## config.mk

```make
export PLATFORM = sky130hd
export DESIGN_NAME = calendar_fields_to_seconds_flat
export DESIGN_NICKNAME = d
export VERILOG_FILES = /design/src/hdl/cfs_pkg.sv /design/src/hdl/cfs_if.sv /design/src/hdl/cfs_decode.sv /design/src/hdl/cfs_day_count.sv /design/src/hdl/cfs_time_scale.sv /design/src/hdl/calendar_fields_to_seconds.sv /design/src/flat_wrapper.sv
export VERILOG_INCLUDE_DIRS = /design/src /design/src/hdl
export SDC_FILE = /design/constraint.sdc
export NUM_CORES = 2
export LEC_CHECK = 0
export BUFFER_PORTS_ARGS = -buffer_cell sky130_fd_sc_hd__buf_2
export CAP_MARGIN = 10
export CORE_AREA = 2 2 372 374
export DETAILED_ROUTE_END_ITERATION = 8
export DIE_AREA = 0 0 374 376
export GPL_TIMING_DRIVEN = 0
export SYNTH_ARGS = -nofsm -noshare
export SYNTH_HDL_FRONTEND = slang
export SYNTH_HIERARCHICAL = 1
export SYNTH_SLANG_ARGS = --single-unit
```

## constraint.sdc

```tcl
create_clock -name clk -period 17.6 [get_ports clk]
set_input_delay 0 -clock clk [delete_from_list [all_inputs] [get_ports clk]]
set_output_delay 0 -clock clk [all_outputs]
set_load 0.02 [all_outputs]
```

## src/hdl/calendar_fields_to_seconds_assert.svh

```systemverilog
// ----------------------------------------------------------------------------
// Calendar fields to seconds: assertion macros
// Concurrent checks clocked on clk and held off during rst.
// ----------------------------------------------------------------------------
`ifndef CALENDAR_FIELDS_TO_SECONDS_ASSERT_SVH
`define CALENDAR_FIELDS_TO_SECONDS_ASSERT_SVH

`ifndef ASSERT_OFF
// expr must hold at every clock edge
`define CFS_ASSERT(label, expr) \
  label: assert property (@(posedge clk) disable iff (rst) (expr)) \
    else $error("calendar_fields_to_seconds: check failed");
// cons must hold at the edge where ante holds
`define CFS_ASSERT_IMPLY(label, ante, cons) \
  label: assert property (@(posedge clk) disable iff (rst) (ante) |-> (cons)) \
    else $error("calendar_fields_to_seconds: implication failed");
`else
`define CFS_ASSERT(label, expr)
`define CFS_ASSERT_IMPLY(label, ante, cons)
`endif

`endif

```

## src/hdl/cfs_pkg.sv

```systemverilog
// ----------------------------------------------------------------------------
// Calendar fields to seconds: package
// Field widths, pipeline payload types, leap rules and month tables.
// ----------------------------------------------------------------------------
`default_nettype none

package cfs_pkg;

  localparam int YEAR_W   = 17;
  localparam int MONTH_W  = 4;
  localparam int DAY_W    = 5;
  localparam int HOUR_W   = 5;
  localparam int MINUTE_W = 6;
  localparam int SECOND_W = 6;
  localparam int FRAC_W   = 64;
  localparam int SECS_W   = 42;

  localparam int MAG_W    = 17;  // |year - 2000|, at most 67536
  localparam int QUOT_W   = 10;  // |year - 2000| / 100, at most 675
  localparam int N3_W     = 6;   // -year in the every-third-year band
  localparam int HMS_W    = 17;  // hour*3600 + minute*60 + second
  localparam int DCNT_W   = 25;  // magnitude of the year day count
  localparam int TDAY_W   = 27;  // signed day count
  localparam int DBM_W    = 9;   // days before month

  localparam logic signed [MAG_W:0]  EPOCH_YEAR = 18'sd2000;
  localparam logic [17:0]            RECIP_100  = 18'd167773;  // ceil(2^24 / 100)
  localparam int                     RECIP_SHIFT = 24;

  localparam logic signed [YEAR_W-1:0] YR_JULIAN_END   = 17'sd1752;
  localparam logic signed [YEAR_W-1:0] YR_JULIAN_START = 17'sd8;
  localparam logic signed [YEAR_W-1:0] YR_THIRD_START  = -17'sd45;
  localparam logic signed [YEAR_W-1:0] YR_THIRD_END    = -17'sd9;

  localparam logic [MONTH_W-1:0]  MONTH_FEB  = 4'd1;
  localparam logic [MONTH_W-1:0]  MONTH_MAR  = 4'd2;
  localparam logic [MONTH_W-1:0]  MONTH_DEC  = 4'd11;
  localparam logic [DAY_W-1:0]    LEAP_DAY   = 5'd28;
  localparam logic [HOUR_W-1:0]   HOUR_MAX   = 5'd23;
  localparam logic [MINUTE_W-1:0] MINSEC_MAX = 6'd59;

  localparam logic signed [SECS_W-1:0] SECS_PER_DAY = 42'sd86400;

  typedef enum logic [1:0] {
    RULE_NONE,
    RULE_GREGORIAN,
    RULE_JULIAN,
    RULE_THIRD
  } leap_rule_t;

  typedef struct packed {
    logic                neg;
    logic [MAG_W-1:0]    mag;
    leap_rule_t          rule;
    logic [N3_W-1:0]     n3;
    logic [QUOT_W-1:0]   q100;
    logic                third_leap;
    logic [MONTH_W-1:0]  month;
    logic [DAY_W-1:0]    day;
    logic                month_bad;
    logic                time_bad;
    logic [HMS_W-1:0]    hms;
    logic [FRAC_W-1:0]   frac;
  } dec_t;

  typedef struct packed {
    logic                neg;
    logic [MAG_W-1:0]    mag;
    logic [DCNT_W-1:0]   dcnt;
    logic                leap;
    logic [MONTH_W-1:0]  month;
    logic [DAY_W-1:0]    day;
    logic                month_bad;
    logic                time_bad;
    logic [HMS_W-1:0]    hms;
    logic [FRAC_W-1:0]   frac;
  } cnt_t;

  typedef struct packed {
    logic signed [TDAY_W-1:0] tday;
    logic                     fail;
    logic [HMS_W-1:0]         hms;
    logic [FRAC_W-1:0]        frac;
  } day_t;

  typedef struct packed {
    logic signed [SECS_W-1:0] prod;
    logic                     fail;
    logic [HMS_W-1:0]         hms;
    logic [FRAC_W-1:0]        frac;
  } sec_t;

  function automatic logic [DBM_W-1:0] days_before(input logic [MONTH_W-1:0] month);
    logic [DBM_W-1:0] d;
    case (month)
      4'd0:    d = 9'd0;
      4'd1:    d = 9'd31;
      4'd2:    d = 9'd59;
      4'd3:    d = 9'd90;
      4'd4:    d = 9'd120;
      4'd5:    d = 9'd151;
      4'd6:    d = 9'd181;
      4'd7:    d = 9'd212;
      4'd8:    d = 9'd243;
      4'd9:    d = 9'd273;
      4'd10:   d = 9'd304;
      4'd11:   d = 9'd334;
      default: d = 9'd0;
    endcase
    return d;
  endfunction

  // zero-based last day; February is given with its leap day
  function automatic logic [DAY_W-1:0] last_day(input logic [MONTH_W-1:0] month);
    logic [DAY_W-1:0] d;
    case (month)
      4'd1:                      d = 5'd28;
      4'd3, 4'd5, 4'd8, 4'd10:   d = 5'd29;
      default:                   d = 5'd30;
    endcase
    return d;
  endfunction

endpackage

`default_nettype wire

```

## src/hdl/cfs_if.sv

```systemverilog
// ----------------------------------------------------------------------------
// Calendar fields to seconds: channel interfaces
// Valid/ready channels for the date items in and the second counts out.
// ----------------------------------------------------------------------------
`default_nettype none

interface cfs_date_if;
  logic                                valid;
  logic                                ready;
  logic signed [cfs_pkg::YEAR_W-1:0]   year_number;
  logic [cfs_pkg::MONTH_W-1:0]         month_index;
  logic [cfs_pkg::DAY_W-1:0]           day_index;
  logic [cfs_pkg::HOUR_W-1:0]          hour_value;
  logic [cfs_pkg::MINUTE_W-1:0]        minute_value;
  logic [cfs_pkg::SECOND_W-1:0]        second_value;
  logic [cfs_pkg::FRAC_W-1:0]          fraction_in;

  modport source (
    output valid, year_number, month_index, day_index, hour_value,
           minute_value, second_value, fraction_in,
    input  ready
  );
  modport sink (
    input  valid, year_number, month_index, day_index, hour_value,
           minute_value, second_value, fraction_in,
    output ready
  );
endinterface

interface cfs_secs_if;
  logic                                valid;
  logic                                ready;
  logic signed [cfs_pkg::SECS_W-1:0]   whole_seconds;
  logic [cfs_pkg::FRAC_W-1:0]          fraction_out;
  logic                                status;

  modport source (output valid, whole_seconds, fraction_out, status, input ready);
  modport sink   (input valid, whole_seconds, fraction_out, status, output ready);
endinterface

`default_nettype wire

```

## src/hdl/cfs_decode.sv

```systemverilog
// ----------------------------------------------------------------------------
// Calendar fields to seconds: decode stages
// Year offset magnitude, leap rule, field checks, then quotient by 100 and
// the every-third-year test by reciprocal multiplication.
// ----------------------------------------------------------------------------
`default_nettype none

module cfs_decode (
  input  logic          clk,
  input  logic          rst,
  cfs_date_if.sink      date_in,
  output logic          out_valid,
  input  logic          out_ready,
  output cfs_pkg::dec_t out_data
);

  localparam int                    P100_W   = cfs_pkg::MAG_W + 18;
  localparam int                    P3_W     = 2 * cfs_pkg::N3_W;
  localparam logic [P3_W-1:0]       RECIP_3  = 12'd43;   // ceil(2^7 / 3)
  localparam int                    R3_SHIFT = 7;

  logic          v1;
  logic          v2;
  logic          rdy1;
  logic          rdy2;
  cfs_pkg::dec_t s1;
  cfs_pkg::dec_t s1_next;
  cfs_pkg::dec_t s2;
  cfs_pkg::dec_t s2_next;

  logic signed [cfs_pkg::MAG_W:0] off;
  logic [P100_W-1:0]              p100;
  logic [P3_W-1:0]                p3;
  logic [cfs_pkg::N3_W-1:0]       q3;
  logic [cfs_pkg::N3_W-1:0]       rem3;

  assign rdy2          = !v2 || out_ready;
  assign rdy1          = !v1 || rdy2;
  assign date_in.ready = rdy1;
  assign out_valid     = v2;
  assign out_data      = s2;

  assign off = (cfs_pkg::MAG_W+1)'(date_in.year_number) - cfs_pkg::EPOCH_YEAR;

  always_comb begin
    s1_next            = '0;
    s1_next.neg        = off[cfs_pkg::MAG_W];
    s1_next.mag        = off[cfs_pkg::MAG_W] ? cfs_pkg::MAG_W'(-off)
                                             : cfs_pkg::MAG_W'(off);
    if (date_in.year_number > cfs_pkg::YR_JULIAN_END) begin
      s1_next.rule = cfs_pkg::RULE_GREGORIAN;
    end else if (date_in.year_number >= cfs_pkg::YR_JULIAN_START) begin
      s1_next.rule = cfs_pkg::RULE_JULIAN;
    end else if (date_in.year_number >= cfs_pkg::YR_THIRD_START &&
                 date_in.year_number <= cfs_pkg::YR_THIRD_END) begin
      s1_next.rule = cfs_pkg::RULE_THIRD;
    end else begin
      s1_next.rule = cfs_pkg::RULE_NONE;
    end
    s1_next.n3         = cfs_pkg::N3_W'(-date_in.year_number);
    s1_next.month      = date_in.month_index;
    s1_next.day        = date_in.day_index;
    s1_next.month_bad  = date_in.month_index > cfs_pkg::MONTH_DEC;
    s1_next.time_bad   = (date_in.hour_value > cfs_pkg::HOUR_MAX) ||
                         (date_in.minute_value > cfs_pkg::MINSEC_MAX) ||
                         (date_in.second_value > cfs_pkg::MINSEC_MAX);
    s1_next.hms        = cfs_pkg::HMS_W'(date_in.hour_value) * 17'd3600 +
                         cfs_pkg::HMS_W'(date_in.minute_value) * 17'd60 +
                         cfs_pkg::HMS_W'(date_in.second_value);
    s1_next.frac       = date_in.fraction_in;
  end

  // exact for every 17-bit magnitude: the reciprocal error stays below 2^7
  assign p100 = P100_W'(s1.mag) * P100_W'(cfs_pkg::RECIP_100);
  assign p3   = P3_W'(s1.n3) * RECIP_3;
  assign q3   = cfs_pkg::N3_W'(p3 >> R3_SHIFT);
  assign rem3 = s1.n3 - cfs_pkg::N3_W'(q3 * 6'd3);

  always_comb begin
    s2_next            = s1;
    s2_next.q100       = p100[cfs_pkg::RECIP_SHIFT +: cfs_pkg::QUOT_W];
    s2_next.third_leap = (rem3 == '0);
  end

  always_ff @(posedge clk) begin
    if (rst) begin
      v1 <= 1'b0;
      v2 <= 1'b0;
    end else begin
      if (rdy1) v1 <= date_in.valid;
      if (rdy2) v2 <= v1;
    end
  end

  always_ff @(posedge clk) begin
    if (rdy1 && date_in.valid) s1 <= s1_next;
    if (rdy2 && v1) s2 <= s2_next;
  end

endmodule

`default_nettype wire

```

## src/hdl/cfs_day_count.sv

```systemverilog
// ----------------------------------------------------------------------------
// Calendar fields to seconds: day count stages
// Year day count and leap decision, then the signed day number with month,
// day and leap corrections, and the pass/fail decision.
// ----------------------------------------------------------------------------
`default_nettype none

module cfs_day_count (
  input  logic          clk,
  input  logic          rst,
  input  logic          in_valid,
  output logic          in_ready,
  input  cfs_pkg::dec_t in_data,
  output logic          out_valid,
  input  logic          out_ready,
  output cfs_pkg::day_t out_data
);

  localparam int TW = cfs_pkg::TDAY_W;

  logic          v3;
  logic          v4;
  logic          rdy3;
  logic          rdy4;
  cfs_pkg::cnt_t s3;
  cfs_pkg::cnt_t s3_next;
  cfs_pkg::day_t s4;
  cfs_pkg::day_t s4_next;

  logic a4z;
  logic a100z;
  logic a400z;
  logic leap;

  logic signed [TW-1:0] tmag;
  logic signed [TW-1:0] t0;
  logic signed [TW-1:0] offs;
  logic signed [TW-1:0] tday;
  logic                 adj;
  logic                 day_bad;
  logic                 sign_bad;

  assign rdy4      = !v4 || out_ready;
  assign rdy3      = !v3 || rdy4;
  assign in_ready  = rdy3;
  assign out_valid = v4;
  assign out_data  = s4;

  // divisibility of |year - 2000| matches that of the year itself
  assign a4z   = (in_data.mag[1:0] == 2'd0);
  assign a100z = (in_data.mag == cfs_pkg::MAG_W'(in_data.q100) * 17'd100);
  assign a400z = a100z && (in_data.q100[1:0] == 2'd0);

  always_comb begin
    case (in_data.rule)
      cfs_pkg::RULE_GREGORIAN: leap = a4z && (!a100z || a400z);
      cfs_pkg::RULE_JULIAN:    leap = a4z;
      cfs_pkg::RULE_THIRD:     leap = in_data.third_leap;
      default:                 leap = 1'b0;
    endcase
  end

  always_comb begin
    s3_next.neg       = in_data.neg;
    s3_next.mag       = in_data.mag;
    s3_next.dcnt      = cfs_pkg::DCNT_W'(in_data.mag) * 25'd365 +
                        cfs_pkg::DCNT_W'(in_data.mag >> 2) -
                        cfs_pkg::DCNT_W'(in_data.q100) +
                        cfs_pkg::DCNT_W'(in_data.q100 >> 2);
    s3_next.leap      = leap;
    s3_next.month     = in_data.month;
    s3_next.day       = in_data.day;
    s3_next.month_bad = in_data.month_bad;
    s3_next.time_bad  = in_data.time_bad;
    s3_next.hms       = in_data.hms;
    s3_next.frac      = in_data.frac;
  end

  always_comb begin
    tmag = signed'(TW'(s3.dcnt));
    t0   = s3.neg ? -tmag : tmag;
    offs = s3.neg ? -signed'(TW'(s3.mag)) : signed'(TW'(s3.mag));
    // from 2000 on one day is added except before March of a leap year; earlier
    // years add the leap day once past February
    if (!s3.neg) begin
      adj = !((s3.month < cfs_pkg::MONTH_MAR) && s3.leap);
    end else begin
      adj = (s3.month >= cfs_pkg::MONTH_MAR) && s3.leap;
    end
    tday = t0 + signed'(TW'(adj)) +
           signed'(TW'(cfs_pkg::days_before(s3.month))) +
           signed'(TW'(s3.day));
    day_bad  = (s3.day > cfs_pkg::last_day(s3.month)) ||
               ((s3.month == cfs_pkg::MONTH_FEB) && (s3.day == cfs_pkg::LEAP_DAY) &&
                !s3.leap);
    sign_bad = s3.neg ? (tday > offs) : (tday < offs);
    s4_next.tday = tday;
    s4_next.fail = s3.month_bad || day_bad || sign_bad || s3.time_bad;
    s4_next.hms  = s3.hms;
    s4_next.frac = s3.frac;
  end

  always_ff @(posedge clk) begin
    if (rst) begin
      v3 <= 1'b0;
      v4 <= 1'b0;
    end else begin
      if (rdy3) v3 <= in_valid;
      if (rdy4) v4 <= v3;
    end
  end

  always_ff @(posedge clk) begin
    if (rdy3 && in_valid) s3 <= s3_next;
    if (rdy4 && v3) s4 <= s4_next;
  end

endmodule

`default_nettype wire

```

## src/hdl/cfs_time_scale.sv

```systemverilog
// ----------------------------------------------------------------------------
// Calendar fields to seconds: seconds stages
// Day number times 86400, then time of day added, fraction negated for
// negative results and failed items zeroed into the output register.
// ----------------------------------------------------------------------------
`default_nettype none

module cfs_time_scale (
  input  logic          clk,
  input  logic          rst,
  input  logic          in_valid,
  output logic          in_ready,
  input  cfs_pkg::day_t in_data,
  cfs_secs_if.source    secs_out
);

  localparam int SW = cfs_pkg::SECS_W;

  logic          v5;
  logic          v6;
  logic          rdy5;
  logic          rdy6;
  cfs_pkg::sec_t s5;
  cfs_pkg::sec_t s5_next;

  logic signed [SW-1:0]          secs;
  logic signed [SW-1:0]          result_secs;
  logic signed [SW-1:0]          result_secs_next;
  logic [cfs_pkg::FRAC_W-1:0]    result_frac;
  logic [cfs_pkg::FRAC_W-1:0]    result_frac_next;
  logic                          result_status;

  assign rdy6     = !v6 || secs_out.ready;
  assign rdy5     = !v5 || rdy6;
  assign in_ready = rdy5;

  assign secs_out.valid         = v6;
  assign secs_out.whole_seconds = result_secs;
  assign secs_out.fraction_out  = result_frac;
  assign secs_out.status        = result_status;

  always_comb begin
    s5_next.prod = SW'(in_data.tday) * cfs_pkg::SECS_PER_DAY;
    s5_next.fail = in_data.fail;
    s5_next.hms  = in_data.hms;
    s5_next.frac = in_data.frac;
  end

  assign secs = s5.prod + signed'(SW'(s5.hms));

  always_comb begin
    if (s5.fail) begin
      result_secs_next = '0;
      result_frac_next = '0;
    end else begin
      result_secs_next = secs;
      result_frac_next = secs[SW-1] ? (cfs_pkg::FRAC_W'(0) - s5.frac) : s5.frac;
    end
  end

  always_ff @(posedge clk) begin
    if (rst) begin
      v5 <= 1'b0;
      v6 <= 1'b0;
    end else begin
      if (rdy5) v5 <= in_valid;
      if (rdy6) v6 <= v5;
    end
  end

  always_ff @(posedge clk) begin
    if (rdy5 && in_valid) s5 <= s5_next;
    if (rdy6 && v5) begin
      result_secs   <= result_secs_next;
      result_frac   <= result_frac_next;
      result_status <= s5.fail;
    end
  end

endmodule

`default_nettype wire

```

## src/hdl/calendar_fields_to_seconds.sv

```systemverilog
// ----------------------------------------------------------------------------
// Calendar fields to seconds
// Broken-down date and time to signed seconds from 2000-01-01 00:00:00.
//
//   channel    dir  protocol     payload
//   date_in    in   valid/ready  year, month, day, hour, minute, second, fraction
//   secs_out   out  valid/ready  whole_seconds, fraction_out, status
//
// One item per cycle unless secs_out stalls; each item passes the decode, day count and seconds stage registers.
// The depth is set by the reciprocal multiply for the year quotients and the
// day-to-seconds multiply, each with a register stage of its own.
// rst clears the stage valid bits only.
// Each stage holds while the next one is full and stalled; empty stages fill,
// so date_in stays ready until every stage holds an item.
// ----------------------------------------------------------------------------
`default_nettype none

`include "calendar_fields_to_seconds_assert.svh"

module calendar_fields_to_seconds (
  input  logic        clk,
  input  logic        rst,
  cfs_date_if.sink    date_in,
  cfs_secs_if.source  secs_out
);

  logic          dec_valid;
  logic          dec_ready;
  cfs_pkg::dec_t dec_data;
  logic          day_valid;
  logic          day_ready;
  cfs_pkg::day_t day_data;

  cfs_decode u_decode (
    .clk       (clk),
    .rst       (rst),
    .date_in   (date_in),
    .out_valid (dec_valid),
    .out_ready (dec_ready),
    .out_data  (dec_data)
  );

  cfs_day_count u_day_count (
    .clk       (clk),
    .rst       (rst),
    .in_valid  (dec_valid),
    .in_ready  (dec_ready),
    .in_data   (dec_data),
    .out_valid (day_valid),
    .out_ready (day_ready),
    .out_data  (day_data)
  );

  cfs_time_scale u_time_scale (
    .clk      (clk),
    .rst      (rst),
    .in_valid (day_valid),
    .in_ready (day_ready),
    .in_data  (day_data),
    .secs_out (secs_out)
  );

  // a failed item carries no seconds and no fraction
  `CFS_ASSERT_IMPLY(a_fail_zero, secs_out.valid && secs_out.status, secs_out.whole_seconds == '0 && secs_out.fraction_out == '0)

  // back-pressure reaches the input only when the pipe is full
  `CFS_ASSERT(a_stall_full, date_in.ready || (dec_valid && day_valid && secs_out.valid))

endmodule

`default_nettype wire
```

## src/flat_wrapper.sv

```systemverilog
// flat-port wrapper written by rule: the top's interface ports become plain ports
module calendar_fields_to_seconds_flat 
  (clk, rst, date_in_valid, date_in_year_number, date_in_month_index, date_in_day_index, date_in_hour_value, date_in_minute_value, date_in_second_value, date_in_fraction_in, date_in_ready, secs_out_valid, secs_out_whole_seconds, secs_out_fraction_out, secs_out_status, secs_out_ready);
  cfs_date_if date_in_i ();
  cfs_secs_if secs_out_i ();
  input  logic clk;
  input  logic rst;
  input wire logic [$bits(date_in_i.valid)-1:0] date_in_valid;
  input wire logic [$bits(date_in_i.year_number)-1:0] date_in_year_number;
  input wire logic [$bits(date_in_i.month_index)-1:0] date_in_month_index;
  input wire logic [$bits(date_in_i.day_index)-1:0] date_in_day_index;
  input wire logic [$bits(date_in_i.hour_value)-1:0] date_in_hour_value;
  input wire logic [$bits(date_in_i.minute_value)-1:0] date_in_minute_value;
  input wire logic [$bits(date_in_i.second_value)-1:0] date_in_second_value;
  input wire logic [$bits(date_in_i.fraction_in)-1:0] date_in_fraction_in;
  output wire logic [$bits(date_in_i.ready)-1:0] date_in_ready;
  output wire logic [$bits(secs_out_i.valid)-1:0] secs_out_valid;
  output wire logic [$bits(secs_out_i.whole_seconds)-1:0] secs_out_whole_seconds;
  output wire logic [$bits(secs_out_i.fraction_out)-1:0] secs_out_fraction_out;
  output wire logic [$bits(secs_out_i.status)-1:0] secs_out_status;
  input wire logic [$bits(secs_out_i.ready)-1:0] secs_out_ready;
  assign date_in_i.valid = date_in_valid;
  assign date_in_i.year_number = date_in_year_number;
  assign date_in_i.month_index = date_in_month_index;
  assign date_in_i.day_index = date_in_day_index;
  assign date_in_i.hour_value = date_in_hour_value;
  assign date_in_i.minute_value = date_in_minute_value;
  assign date_in_i.second_value = date_in_second_value;
  assign date_in_i.fraction_in = date_in_fraction_in;
  assign date_in_ready = date_in_i.ready;
  assign secs_out_valid = secs_out_i.valid;
  assign secs_out_whole_seconds = secs_out_i.whole_seconds;
  assign secs_out_fraction_out = secs_out_i.fraction_out;
  assign secs_out_status = secs_out_i.status;
  assign secs_out_i.ready = secs_out_ready;
  calendar_fields_to_seconds u_core (.clk(clk), .rst(rst), .date_in(date_in_i), .secs_out(secs_out_i));
endmodule
```

==> impl_metrics.ini <==
[timing]
slew-limit-headroom_pct = 31.3
finalHoldViolCount = 0
skew_ns = 0.0702
setup_viol = 0
rsz0062_at_grt = no
setup_slack_ns = 10.61
drv_slew = 0
timing.fmax_mhz = 143
finalSetupTns_ns = 0
worst_pin_slew_ns = 1.03
finalCriticalPeriod_ns = 6.99
finalCritPeriodShare_pct = 39.7

[critical_path]
regToRegSetupSlack_ns = 10.61
cp_slowest_cell = buf_1
crit_buf_inv = 3
crit_path_end_kind = flip-flop
cp_top_family = compound AO/OA/AOI/OAI gates
critPathMaxFanout = 10
critical_path_arrival_ns = 7.42
cp.required_ns = 18.03
cp-start-kind = flip-flop
critPathKind = flip-flop to flip-flop
critical_path.max_stage_delay_ns = 0.63

[die]
die_area_sq_um = 141000
die_y_um = 376
core_sq_um = 137000
die_w_um = 374
initial_utilization_pct = 34.6
num_rows = 136
ioPinCount = 220

[synth]
syn-mean-instance-area_sq_um = 12.2
syn_nets = 4825
synthCells = 3863
ys_warn_count = 6
netlist_area_sq_um = 47300

[drt]
drt_iter0_drc = 1621
vias = 29100
vias_per_cell = 4.70
firstDrtPassIters = 5
drt-wirelength-per-cell_um = 15.9
drcViolationCount = 0
totalWireLength_mm = 98.3
ant_nets = 0

[power]
p_per_area_nw_per_um2 = 182
vdd_drop_max_uv = 203
leakage_nw = 22.8

[place]
hpwl_mm = 76.0
place_ws_ns = 10.54
place.gp.congestion = 0.897
portBuffers = 214

[clock_tree]
cts_num_sinks = 724
root_buffer = clkbuf_16
post-cts-setup-buffers = 0
cts_made_buffers = 80
cts_max_path_buffers = 3
cts_tree = done
htree_levels = 3
clock_latency_ns = 0.70
clkTransAtPathRegs_ns = 0.06

[hold_path]
min_path_type = input port to flip-flop

[final_layout]
fillers = 12800
drive_gt1_share_pct = 9.74
area_delta_synth_final_pct = 17.2
nNetsFinal = 5291

[grt]
grt_pass1_wl_mm = 158
grt_max_degree = 89
grt_usage_pct = 14.1
antenna_found_initial = 2
grt_pass1_vias = 29900
overflow = 0

[outcome]
outcome = complete, no violations

[run]
max_cap_viol_count = 0
-- final cells by class --
class | instances | area (sq um) | share of cell area, %
Antenna cell | 1 | 2.50 | 0.00451
Clock buffer | 88 | 2030 | 3.67
Inverter | 653 | 2460 | 4.43
Buffer | 69 | 299 | 0.539
Timing Repair Buffer | 384 | 2950 | 5.33
Tap cell | 1794 | 2240 | 4.05
Clock inverter | 61 | 890 | 1.60
Sequential cell | 724 | 21600 | 38.9
Multi-Input combinational cell | 2417 | 23000 | 41.4
-- cell usage in the layout, fill, tap and decap left out, types with 56 or more instances in the layout --
master / n
ha_1: 540
nor3_1: 70
edfxtp_1: 709
inv_1: 649
xnor2_1: 174
a21oi_1: 155
clkbuf_16: 80
fa_1: 311
clkbuf_1: 56
dlygate4sd3_1: 155
nor2_1: 195
xor2_1: 105
o21ai_0: 118
nand2_1: 136
buf_2: 225
-- what timing repair did --
| action | CTS | global route |
|---|---|---|
| hold buffers | 155 | 0 |
| hold endpoints to repair | 160 | 0 |
| gates resized for setup | 0 | 0 |
-- report_power, final --
part	internal [W]	leakage [nW]	switching, W
sequential	0.00220	6.60	0.000101
combinational	0.00263	14.9	0.00335
clock	0.00109	1.39	0.000732
-- final timing paths --
check	start	end	cells past startpoint
setup / recovery	u_core/u_day_count/s3[135]	u_core/u_day_count/out_data[81]	25
hold reg to reg	u_core/u_decode/out_data[81]	u_core/u_day_count/s3[81]	0
hold / removal	date_in_fraction_in[6]	u_core/u_decode/s1[6]	2
setup reg to reg	u_core/u_day_count/s3[135]	u_core/u_day_count/out_data[81]	25
-- routing by layer --
layer	wire length [um]	global-route usage, %	vias to the layer above
li1	-	-	14400
met4	2970	5.40	0
met5	0	0	-
met1	42300	17.3	14000
met3	3740	1.85	153
met2	49300	25.1	528
-- per-stage QoR --
| step | instance area (sq um) | std cells | utilization [%] | hold WS (ns) | power [W] |
|---|---|---|---|---|---|
| 2_1_floorplan | 47300 | 3863 | - | 0.0724 | 0.00696 |
| 3_3_place_gp | 50600 | 5871 | 37.0 | 0.177 | 0.00822 |
| 3_5_place_dp | 51000 | 5886 | 37.3 | 0.178 | 0.00830 |
| 4_1_cts | 55400 | 6190 | 40.6 | 0.000646 | 0.0102 |
| 5_1_grt | 55400 | 6190 | 40.6 | 0.0302 | 0.0112 |
| 6_report | 55400 | 6191 | 40.6 | 0.0569 | 0.0101 |
-- flip-flops by register name, summed over array words and instances (netlist names), named ones only --
register	count
u_core/u_time_scale/secs_out.status	1
u_core/u_day_count/s3	136
u_core/u_day_count/out_valid	1
u_core/u_day_count/out_data	109
u_core/u_time_scale/secs_out.fraction_out	64
u_core/u_decode/out_data	123
u_core/u_decode/v1	1
u_core/u_decode/out_valid	1
u_core/u_time_scale/secs_out.valid	1
u_core/u_time_scale/secs_out.whole_seconds	42
u_core/u_time_scale/v5	1
u_core/u_decode/s1	117
u_core/u_day_count/v3	1
u_core/u_time_scale/s5	117
(Power assumes the default switching activity.)
